### src/hw/rtl/acl_pkg.sv
// ----------------------------------------------------------------------------
// acl_pkg
// Shared types and constants of the area-coverage line upscaler.
// ----------------------------------------------------------------------------
package acl_pkg;

  localparam int PIX_W       = 8;
  localparam int RATIO_W     = 20;
  localparam int LENGTH_W    = 12;
  localparam int CFG_DATA_W  = 20;
  localparam int CFG_INDEX_W = 1;
  localparam int MAX_RESULTS = 18;
  localparam int RES_W       = 5;

  typedef enum logic [CFG_INDEX_W-1:0] {
    CFG_SCALE_RATIO = 1'b0,
    CFG_OUT_LENGTH  = 1'b1
  } cfg_index_t;

  typedef struct packed {
    logic [PIX_W-1:0] red_in;
    logic [PIX_W-1:0] green_in;
    logic [PIX_W-1:0] blue_in;
    logic             line_end_in;
  } in_t;

  typedef struct packed {
    logic [PIX_W-1:0] red_out;
    logic [PIX_W-1:0] green_out;
    logic [PIX_W-1:0] blue_out;
    logic             run_last;
    logic             line_end_out;
  } out_t;

endpackage

### src/hw/rtl/acl_mac.sv
// ----------------------------------------------------------------------------
// acl_mac
// Shared weight multiplier: registered floor(coef * sample / 2^FRAC_BITS).
// ----------------------------------------------------------------------------
module acl_mac #(
  parameter int FRAC_BITS = 16
) (
  input  logic                        clk,
  input  logic [FRAC_BITS:0]          coef,
  input  logic [acl_pkg::PIX_W-1:0]   sample,
  output logic [acl_pkg::PIX_W-1:0]   term
);
  import acl_pkg::*;

  logic [FRAC_BITS+PIX_W:0] product;

  assign product = coef * {{(FRAC_BITS+1){1'b0}}, sample};

  always_ff @(posedge clk) begin
    term <= product[FRAC_BITS+PIX_W-1:FRAC_BITS];
  end

endmodule

### src/hw/rtl/acl_out_stage.sv
// ----------------------------------------------------------------------------
// acl_out_stage
// Output register between the sequencer and the result channel.
// ----------------------------------------------------------------------------
module acl_out_stage (
  input  logic          clk,
  input  logic          rst,
  input  logic          load,
  input  acl_pkg::out_t load_data,
  output logic          ready,
  output logic          valid,
  output acl_pkg::out_t data,
  input  logic          stall
);
  import acl_pkg::*;

  assign ready = !valid || !stall;

  always_ff @(posedge clk) begin
    if (rst) begin
      valid <= 1'b0;
    end else if (ready) begin
      valid <= load;
    end
  end

  always_ff @(posedge clk) begin
    if (ready && load) begin
      data <= load_data;
    end
  end

endmodule

### src/hw/rtl/area_coverage_line_upscaler_core.sv
// ----------------------------------------------------------------------------
// area_coverage_line_upscaler_core
// One-axis area-coverage RGB upscaler: copies, boundary blend, row padding.
// ----------------------------------------------------------------------------
//  channel  | direction | handshake        | payload
//  ---------+-----------+------------------+-----------------------------
//  in       | input     | in_valid/stall   | in_data   (red/green/blue, line end)
//  out      | output    | out_valid/stall  | out_data  (rgb, run_last, line end)
//  cfg      | input     | cfg_write        | cfg_index, cfg_data
//
//  An item issues its k copies, after a blend result when it has one;
//  the blend runs six products through one shared multiplier, one per cycle.
//  The next item is taken only once the previous item's results are issued.
//  Out stall holds the sequencer at its next result; the output register lets
//  the last result wait while the next item is taken.
//  Reset clears the sequencer, coverage and row state; config resets to
//  ratio 1.0 and length 1.
// ----------------------------------------------------------------------------
module area_coverage_line_upscaler_core #(
  parameter int MAX_LINE  = 2048,
  parameter int FRAC_BITS = 16
) (
  input  logic                             clk,
  input  logic                             rst,
  input  logic                             in_valid,
  output logic                             in_stall,
  input  acl_pkg::in_t                     in_data,
  output logic                             out_valid,
  input  logic                             out_stall,
  output acl_pkg::out_t                    out_data,
  input  logic                             cfg_write,
  input  logic [acl_pkg::CFG_INDEX_W-1:0]  cfg_index,
  input  logic [acl_pkg::CFG_DATA_W-1:0]   cfg_data
);
  import acl_pkg::*;

  localparam int DW  = $clog2(MAX_LINE + 1);
  localparam int LW  = (DW > LENGTH_W) ? DW : LENGTH_W;
  localparam int CW  = ((FRAC_BITS + 1 > RATIO_W) ? FRAC_BITS + 1 : RATIO_W) + 1;
  localparam int KW  = CW - FRAC_BITS;
  localparam logic [CW-1:0]        ONE      = CW'(1) << FRAC_BITS;
  localparam logic [FRAC_BITS:0]   ONE_COEF = (FRAC_BITS+1)'(1) << FRAC_BITS;
  localparam logic [LW-1:0]        MAX_LEN  = LW'(MAX_LINE);
  localparam logic [2:0]           MIX_LAST = 3'd6;

  typedef enum logic [5:0] {
    S_IDLE   = 6'b000001,
    S_SETUP  = 6'b000010,
    S_MIX    = 6'b000100,
    S_BLEND  = 6'b001000,
    S_RUN    = 6'b010000,
    S_FINISH = 6'b100000
  } state_t;

  state_t                state;
  logic [RATIO_W-1:0]    scale_ratio;
  logic [LENGTH_W-1:0]   out_length;
  in_t                   item;
  logic [3*PIX_W-1:0]    held;
  logic [FRAC_BITS-1:0]  coverage_left;
  logic [FRAC_BITS-1:0]  alpha;
  logic [KW-1:0]         kcnt;
  logic [DW-1:0]         done;
  logic [RES_W-1:0]      nres;
  logic                  row_start;
  logic [2:0]            step;
  logic [PIX_W-1:0]      mix_r;
  logic [PIX_W-1:0]      mix_g;
  logic [PIX_W-1:0]      mix_b;

  logic [LW-1:0]         length_ext;
  logic [DW-1:0]         len_eff;
  logic [CW-1:0]         ratio_ext;
  logic [CW-1:0]         r_eff;
  logic [CW-1:0]         cov;
  logic [FRAC_BITS:0]    coef;
  logic [PIX_W-1:0]      sample;
  logic [PIX_W-1:0]      term;
  logic [2:0]            step_prev;
  logic                  stage_ready;
  logic                  can_run;
  logic                  emit;
  logic [KW-1:0]         k_after;
  logic [RES_W-1:0]      n_after;
  logic [DW-1:0]         done_after;
  logic                  more;
  out_t                  result;

  // effective configuration
  assign length_ext = LW'(out_length);
  always_comb begin
    if (length_ext == '0) begin
      len_eff = DW'(1);
    end else if (length_ext > MAX_LEN) begin
      len_eff = DW'(MAX_LEN);
    end else begin
      len_eff = DW'(length_ext);
    end
  end

  assign ratio_ext = CW'(scale_ratio);
  assign r_eff     = (ratio_ext < ONE) ? ONE : ratio_ext;
  assign cov       = row_start ? r_eff : (r_eff + CW'(coverage_left) - ONE);

  always_ff @(posedge clk) begin
    if (rst) begin
      scale_ratio <= RATIO_W'(65536);
      out_length  <= LENGTH_W'(1);
    end else if (cfg_write) begin
      unique case (cfg_index_t'(cfg_index))
        CFG_SCALE_RATIO: scale_ratio <= cfg_data[RATIO_W-1:0];
        CFG_OUT_LENGTH:  out_length  <= cfg_data[LENGTH_W-1:0];
        default: ;
      endcase
    end
  end

  // blend operand select: even steps weight the held pixel, odd the new one
  always_comb begin
    coef = step[0] ? (ONE_COEF - {1'b0, alpha}) : {1'b0, alpha};
    case (step[2:1])
      2'd0:    sample = step[0] ? item.red_in   : held[3*PIX_W-1:2*PIX_W];
      2'd1:    sample = step[0] ? item.green_in : held[2*PIX_W-1:PIX_W];
      default: sample = step[0] ? item.blue_in  : held[PIX_W-1:0];
    endcase
  end

  acl_mac #(.FRAC_BITS(FRAC_BITS)) u_mac (
    .clk    (clk),
    .coef   (coef),
    .sample (sample),
    .term   (term)
  );

  assign step_prev = step - 3'd1;

  // result lookahead
  assign can_run = (nres < RES_W'(MAX_RESULTS)) && (done < len_eff) &&
                   ((kcnt != '0) || item.line_end_in);
  assign emit    = stage_ready && ((state == S_BLEND) || ((state == S_RUN) && can_run));
  assign k_after = ((state == S_RUN) && (kcnt != '0)) ? kcnt - KW'(1) : kcnt;
  assign n_after    = nres + RES_W'(1);
  assign done_after = done + DW'(1);
  assign more = (n_after < RES_W'(MAX_RESULTS)) && (done_after < len_eff) &&
                (item.line_end_in || (k_after != '0));

  always_comb begin
    if (state == S_BLEND) begin
      result.red_out   = mix_r;
      result.green_out = mix_g;
      result.blue_out  = mix_b;
    end else begin
      result.red_out   = item.red_in;
      result.green_out = item.green_in;
      result.blue_out  = item.blue_in;
    end
    result.run_last     = !more;
    result.line_end_out = (done_after == len_eff) || (!more && item.line_end_in);
  end

  acl_out_stage u_out (
    .clk       (clk),
    .rst       (rst),
    .load      (emit),
    .load_data (result),
    .ready     (stage_ready),
    .valid     (out_valid),
    .data      (out_data),
    .stall     (out_stall)
  );

  assign in_stall = (state != S_IDLE);

  always_ff @(posedge clk) begin
    if (rst) begin
      state         <= S_IDLE;
      held          <= '0;
      coverage_left <= '0;
      kcnt          <= '0;
      done          <= '0;
      nres          <= '0;
      row_start     <= 1'b1;
      step          <= '0;
    end else begin
      unique case (state)
        S_IDLE: begin
          if (in_valid) begin
            state <= S_SETUP;
          end
        end
        S_SETUP: begin
          kcnt          <= cov[CW-1:FRAC_BITS];
          coverage_left <= cov[FRAC_BITS-1:0];
          nres          <= '0;
          step          <= '0;
          if (row_start) begin
            done      <= '0;
            row_start <= 1'b0;
            state     <= S_RUN;
          end else if (done < len_eff) begin
            state <= S_MIX;
          end else begin
            state <= S_RUN;
          end
        end
        S_MIX: begin
          step <= step + 3'd1;
          if (step == MIX_LAST) begin
            state <= S_BLEND;
          end
        end
        S_BLEND: begin
          if (emit) begin
            nres  <= n_after;
            done  <= done_after;
            state <= S_RUN;
          end
        end
        S_RUN: begin
          if (!can_run) begin
            state <= S_FINISH;
          end else if (emit) begin
            kcnt <= k_after;
            nres <= n_after;
            done <= done_after;
          end
        end
        S_FINISH: begin
          held  <= {item.red_in, item.green_in, item.blue_in};
          state <= S_IDLE;
          if (item.line_end_in) begin
            row_start     <= 1'b1;
            coverage_left <= '0;
            done          <= '0;
          end
        end
        default: state <= S_IDLE;
      endcase
    end
  end

  // datapath registers
  always_ff @(posedge clk) begin
    if (state == S_IDLE && in_valid) begin
      item <= in_data;
    end
    if (state == S_SETUP) begin
      alpha <= coverage_left;
    end
    if (state == S_MIX && step != 3'd0) begin
      case (step_prev[2:1])
        2'd0:    mix_r <= step_prev[0] ? mix_r + term : term;
        2'd1:    mix_g <= step_prev[0] ? mix_g + term : term;
        default: mix_b <= step_prev[0] ? mix_b + term : term;
      endcase
    end
  end

  // checks
  a_stall_after_accept: assert property (@(posedge clk) disable iff (rst)
    (in_valid && !in_stall) |=> in_stall)
    else $error("item accepted while not stalled afterward");

  a_result_budget: assert property (@(posedge clk) disable iff (rst)
    nres <= RES_W'(MAX_RESULTS))
    else $error("result count exceeds budget");

  a_emit_into_free_stage: assert property (@(posedge clk) disable iff (rst)
    emit |-> (stage_ready && (state == S_BLEND || state == S_RUN)))
    else $error("result issued into a busy output register");

  a_mix_to_blend: assert property (@(posedge clk) disable iff (rst)
    (state == S_MIX && step == MIX_LAST) |=> (state == S_BLEND))
    else $error("blend sequence did not complete");

endmodule

### config.mk
export PLATFORM = sky130hd
export DESIGN_NAME = area_coverage_line_upscaler_core
export DESIGN_NICKNAME = d
export VERILOG_FILES = /design/src/hw/rtl/acl_pkg.sv /design/src/hw/rtl/acl_mac.sv /design/src/hw/rtl/acl_out_stage.sv /design/src/hw/rtl/area_coverage_line_upscaler_core.sv
export SDC_FILE = /design/constraint.sdc
export NUM_CORES = 1
export LEC_CHECK = 0
export BUFFER_PORTS_ARGS = -buffer_cell sky130_fd_sc_hd__buf_4
export CAP_MARGIN = 20
export CORE_ASPECT_RATIO = 2
export CORE_MARGIN = 4
export CORE_UTILIZATION = 45
export CTS_BUF_LIST = sky130_fd_sc_hd__clkbuf_8
export CTS_CLUSTER_DIAMETER = 80
export DETAILED_ROUTE_END_ITERATION = 12
export PLACE_DENSITY_LB_ADDON = 0.12
export SLEW_MARGIN = 10
export SYNTH_ARGS = -nofsm -noshare
export SYNTH_HDL_FRONTEND = slang
export SYNTH_SLANG_ARGS = --single-unit
### constraint.sdc
create_clock -name clk -period 13.64 [get_ports clk]
set_clock_uncertainty 0.05 [all_clocks]
set_input_delay 3.41 -clock clk [delete_from_list [all_inputs] [get_ports clk]]
set_output_delay 3.41 -clock clk [all_outputs]
set_load 0.01 [all_outputs]
* Word-level counts from Yosys, hierarchy flattened *
Cells that the tools add are included.
W data, S select, Z words.

word-level totals
  output and inout bits = 28
  memories kept = 0
  bits in registers = 204
  latch bits = 0
  memory bits (writable) = 0
  logic and storage cells = 142
  memory bits (read-only) = 0

operators by class
  divide/modulo/power cells = 0
  $add $sub $neg = 11
  equal/unequal tests = 19
  reductions and logical operators = 41
  multiply operators = 1
  multiplexer cells = 37
  shift operators = 0
  bitwise gates (word level) = 2
  $lt $le $gt $ge = 6

operators with widths
  kind                      count
  $mux W12                  6
  $mux W8                   6
  $pmux W12 S4              1
  $mux W5                   7
  $pmux W16 S2              1
  $pmux W6 S5               1
  $add A8 B8 Y8             3
  $lt A12 B12 Y1            2
  $mul A17 B8 Y24           1
  $mux W24                  1
  $mux W6                   4
  $add A20 B16 Y21          1
  $mux W21                  1
  $sub A21 B17 Y21 const B  1
  $lt A20 B17 Y1 const B    1
  $mux W20                  1
  $mux W17                  1
  $sub A17 B16 Y17 const A  1
  $mux W16                  1
  $pmux W8 S2               1
  $pmux W5 S3               1
  $reduce_and A2 Y1         7
  $add A12 B1 Y12 const B   1
  $eq A12 B12 Y1            1
  other kinds (34)          65

* Depth between registers and ports, before layout *
  depth in word-level cells = 12
  gate-level depth with buffers = 25
  depth with buffers taken out = 22

* Modules after synthesis *
Synthesis repeated with hierarchy kept, for this count alone.

second synthesis, totals
  cells, all modules = 1554
  area, all modules = 14811.7 um2

by module, submodules not included
  module                            sequential area each (um2)  area an instance (um2)  instances  cells each
  area_coverage_line_upscaler_core  4033.9                      9983.3                  1          1085
  acl_mac                           160.2                       4008.8                  1          438
  acl_out_stage                     800.8                       819.5                   1          31

* Least setup slack after synthesis *
OpenSTA, ideal clock, no wires.

  path type = flip-flop to flip-flop
  start = register step[1]
  end = register u_mac.term[7] (netlist bit)
  cell stages (with the launch flop) = 24
  arrival time = 5847 ps
  data required time = 13469 ps
  slack = 7622 ps
  path buffers = 3
  clock period less this slack = 6018 ps
  setup time = 121 ps
  cells stage by stage = dfxtp_1 -> clkbuf_1 -> clkbuf_1 -> mux2i_1 -> nor2_1 -> a21oi_1 -> nor2_1 -> a21oi_1 -> clkbuf_1 -> nor2_1 -> fa_1 -> fa_1 -> fa_1 -> inv_1 -> fa_1 -> inv_1 -> ha_1 -> a21oi_1 -> o221ai_1 -> a31oi_1 -> o21ai_0 -> a21oi_1 -> o221ai_1 -> xnor2_1

on the way
  longest elaborated chain between the ends = 3
  elaborated cells between the ends (all ways) = 4
  classes of those cells = mul (1); eq/ne (1); mux (1); reduce/logical (1)

RTL lines
  item                                                     line                                     RTL
  start: declaration                                       area_coverage_line_upscaler_core.sv:66   logic [2:0] step;
  start signal: assignment                                 area_coverage_line_upscaler_core.sv:207  step <= step + 3'd1;
  $eq A2 B1 Y1 / $logic_not A2 Y1 (equally long branches)  area_coverage_line_upscaler_core.sv:121  case (step[2:1])
  $pmux W8 S2 *                                            area_coverage_line_upscaler_core.sv:121
  $mul A17 B8 Y24 *                                        acl_mac.sv:17                            assign product = coef * {{(FRAC_BITS+1){1'b0}}, sample};
  named net u_mac.product[23]                              acl_mac.sv:15                            logic [FRAC_BITS+PIX_W:0] product;
  end signal: assignment                                   acl_mac.sv:20                            term <= product[FRAC_BITS+PIX_W-1:FRAC_BITS];
  end: declaration                                         acl_mac.sv:11                            output logic [acl_pkg::PIX_W-1:0] term

Mark *: on every way through the listed nets, which the timed path passes. The rest lies on a longest branch.
A chain may end at the register's enable or synchronous reset.

* Worst setup path after layout *
  start = register alpha[0]
  end = register u_mac.term[6] (netlist bit)

on the way
  longest elaborated chain between the ends = 3

RTL lines
  item                         line                                     RTL
  start: declaration           area_coverage_line_upscaler_core.sv:61   logic [FRAC_BITS-1:0] alpha;
  start signal: assignment     area_coverage_line_upscaler_core.sv:248  alpha <= coverage_left;
  $sub A17 B16 Y17             area_coverage_line_upscaler_core.sv:120  coef = step[0] ? (ONE_COEF - {1'b0, alpha}) : {1'b0, alpha};
  $mux W17 *                   area_coverage_line_upscaler_core.sv:120
  $mul A17 B8 Y24 *            acl_mac.sv:17
  named net u_mac.product[22]  acl_mac.sv:15

Marked as above.

==> run_results.csv <==
group,metric,value,unit
run_status,status,"completed",
setup_path,cp-end-kind,"flip-flop",
timing,slew_violations,0,
final_layout,area_growth,10.99,%
yosys,netlist_instances,1653,
setup_path,startpoint_type,"flip-flop",
yosys,ys_ff_latch,204,
yosys,synth_async_sr_flop_share,0,
timing,fin_tns_setup,0,ps
power,leakagePower,0.007033,uW
clock_tree,ctsLongestPathBuffers,3,
detailed_routing,wl,39650,um
power,ir_drop,81.20,uV
detailed_routing,viasPerCell,5.522,
die,die_w,135.9,um
die,coreArea,0.03223,sq mm
power,p_comb_frac,0.095,
die,die_y,263.7,um
yosys,synth_top_family_by_area,"adder cells",
global_route,grt_pass1_vias,12470,
detailed_routing,route.antenna.remaining_nets,0,
place,post_dp_cell_area,0.01573,sq mm
yosys,ys.flop_type,"dfxtp_1",
final_layout,nets,1968,
die,io_pins,79,
timing,hold_viol,0,
power,internal_power,955.6,uW
timing,final-setup-viol-count,0,
place,hpwl,30770,um
setup_path,startpoint,"alpha[0]",
yosys,synth_cell_types,79,
timing,fin_crit_sh,0.4686,
final_layout,drive_above_1_share,0.1023,
setup_path,crit_fanout,8,
detailed_routing,first_iter_violations,548,
die,start_util,0.4565,
clock_tree,cts_buffers,30,
yosys,ys_seq_area_frac,0.3394,
hold_path,hold_class,"reg2reg",
final_layout,nFillCells,3101,
power,power_density,80.05,mW/mm^2
yosys,synth_fa_ha_area_frac,0.2178,
clock_tree,ctsResizeCount,0,
yosys,synth-compound-area-share,0.1368,
power,pwr-share-clk,0.380,
setup_path,worstPathRequired,14060,ps
hold_path,worstHoldStart,"scale_ratio[8]",
place,io_buffers,78,
run,max-cap-violations,0,
clock_tree,cts_tree,"yes",
power,p_sw_frac,0.2690,
yosys,synth_nets,1905,
power,p_sw,351.7,uW
final_layout,final_area,0.01633,sq mm
yosys,synth_xor_area_frac,0.03750,
detailed_routing,firstDrtPassIters,5,
detailed_routing,vias,11970,
place,place_congestion,0.8700,
timing,min_period,6391,ps
global_route,grt_start_max_net_pins,88,
clock_tree,postCtsHoldBufs,0,
clock_tree,clock_latency,610,ps
yosys,postSynthAreaPerCell,8.902,sq um
detailed_routing,drc_errors,0,
global_route,grt_pass1_wl,63220,um
die,num_rows,93,
setup_path,rr_startpoint,"alpha[0]",
power,seqPwrFrac,0.526,
yosys,synthMuxAreaShare,0.02134,
die,dieArea,0.03583,sq mm
clock_tree,clkSlewWorstSetupHoldPaths,70,ps
timing,slew_headroom,0.2599,
detailed_routing,drt-wirelength-per-cell,18.29,um
timing,fmax,156.5,MHz
clock_tree,root_buffer,"clkbuf_8",
yosys,synthSimpleGateAreaFrac,0.1961,
yosys,synth_edf_count,91,
clock_tree,cts.sinks,204,
timing,worst_slew_pin_slew,1082,ps
global_route,track_usage,0.2212,
setup_path,path_class,"reg2reg",
global_route,grt_overflow,0,
clock_tree,h-tree-depth,1,
timing,grt_setup_unrepaired,"false",
yosys,syn_area,0.01472,sq mm
yosys,yosysWarnings,0,
clock_tree,post_cts_buffers,0,
setup_path,worstPathArrival,6810,ps
global_route,grt_antenna_before_repair,1,
-- power by group through the flow --
| stage | Clock (uW) | Sequential, uW | Combinational (uW) |
|---|---|---|---|
| 3_3_place_gp | 0 | 701 | 124 |
| 3_5_place_dp | 0 | 701 | 124 |
| 6_report | 496 | 687 | 124 |
| 5_1_grt | 537 | 690 | 137 |
| 2_1_floorplan | 0 | 690 | 79.8 |
| 4_1_cts | 513 | 687 | 125 |
-- metrics by stage --
step,total power [uW],hold WS (ps),cells,setup slack [ps],utilization
global placement,824.5,391.5,2111,7319,0.4881
floorplan,769.4,381.7,1653,7622,-
detailed placement,825.3,393.1,2111,7251,0.4881
finish,1307,404.1,2168,7249,0.5067
CTS,1326,407.0,2167,7247,0.5066
global route,1364,419.4,2168,6789,0.5067
-- state kept, by name (all words and copies together) (netlist names), 12 cells and up --
register,flops
alpha,16
u_out.data,26
length_ext,12
done,12
coverage_left,16
item,25
held,24
scale_ratio,20
-- cell usage in the layout (no fill, tap or decap), types with 11 or more instances in the layout --
master | netlist | layout
a21o_1 | 17 | 17
a21oi_1 | 125 | 125
a22oi_1 | 12 | 12
a31oi_1 | 13 | 13
and2_1 | 20 | 20
buf_4 | 0 | 97
clkbuf_8 | 0 | 30
dfxtp_1 | 113 | 112
edfxtp_1 | 91 | 91
fa_1 | 92 | 92
ha_1 | 109 | 109
inv_1 | 128 | 139
mux2i_1 | 28 | 28
nand2_1 | 253 | 253
nand3_1 | 21 | 21
nor2_1 | 191 | 190
nor2b_1 | 17 | 17
nor3_1 | 23 | 22
nor4_1 | 12 | 12
o21a_1 | 14 | 14
o21ai_0 | 66 | 66
or2_2 | 21 | 21
or3_1 | 11 | 11
xnor2_1 | 25 | 25
xor2_1 | 38 | 38
-- logic make-up after synthesis --
kind of cell | after synthesis
buffers and inverters | 198
and+or+nand+nor | 632
adders and majority gates | 201
xor gates and xnor gates | 63
DFF | 204
AOI/OAI and AO/OA | 324
muxes | 31
-- path summary, 6_finish.rpt --
path | endpoint | slack, ps | depth (start not counted)
max | u_mac.term[6] | 7250 | 21
min | scale_ratio[8] | 400 | 2
max reg2reg | u_mac.term[6] | 7250 | 21
min reg2reg | scale_ratio[8] | 400 | 2
-- worst max-delay path: stages, from the launching register on --
cell and delay [ps]:
edfxtp_1 430, or4_1 540, o21ai_1 300, o21a_1 240, nand2_1 80, o21ai_0 200
xor2_1 490, nor2_1 130, fa_1 570, fa_1 440, fa_1 550, inv_1 60
fa_1 520, inv_1 40, ha_1 320, inv_1 100, nor3_1 80, nand4_1 90
nand2_1 50, a41oi_1 460, a31oi_1 210, a221o_1 320
-- synthesized netlist by cell type, types with 5 or more instances --
cell	number	area share
a211oi_1	10	0.0051
a21o_1	17	0.0087
a21oi_1	125	0.043
a222oi_1	5	0.0034
a22oi_1	12	0.0061
a31oi_1	13	0.0055
and2_1	20	0.0085
and3_1	5	0.0021
clkbuf_1	58	0.015
dfxtp_1	113	0.15
edfxtp_1	91	0.19
fa_1	92	0.13
ha_1	109	0.093
inv_1	128	0.033
mux2i_1	28	0.019
nand2_1	253	0.065
nand2b_1	9	0.0038
nand3_1	21	0.0071
nand3b_1	10	0.0051
nand4_1	10	0.0043
nor2_1	191	0.049
nor2b_1	17	0.0072
nor3_1	23	0.0078
nor3b_1	5	0.0026
nor4_1	12	0.0051
o211ai_1	10	0.0051
o21a_1	14	0.0071
o21ai_0	66	0.022
o31ai_1	8	0.0041
or2_2	21	0.0089
or3_1	11	0.0047
or4_1	8	0.0041
xnor2_1	25	0.015
xor2_1	38	0.023
-- area by class of cell --
| cell class | count | area, sq um | share of cell area |
|---|---|---|---|
| timing repair buffer | 97 | 728.2 | 0.04459 |
| sequential | 204 | 4996 | 0.3059 |
| tap | 427 | 534.3 | 0.03271 |
| multi-input combinational | 1251 | 8977 | 0.5497 |
| inverter | 132 | 498.0 | 0.03049 |
| antenna | 1 | 2.502 | 0.0001532 |
| clock inverter | 26 | 182.7 | 0.01119 |
| clock buffer | 30 | 412.9 | 0.02528 |
-- routing by layer --
metal,up-vias,GRT usage,share of wire
li1,5784,-,-
met3,122,0.02325,0.033
met2,289,0.4281,0.56
met4,0,0.1137,0.053
met5,-,0,0
met1,5776,0.2279,0.36
Power figures use the tool's default switching activity.
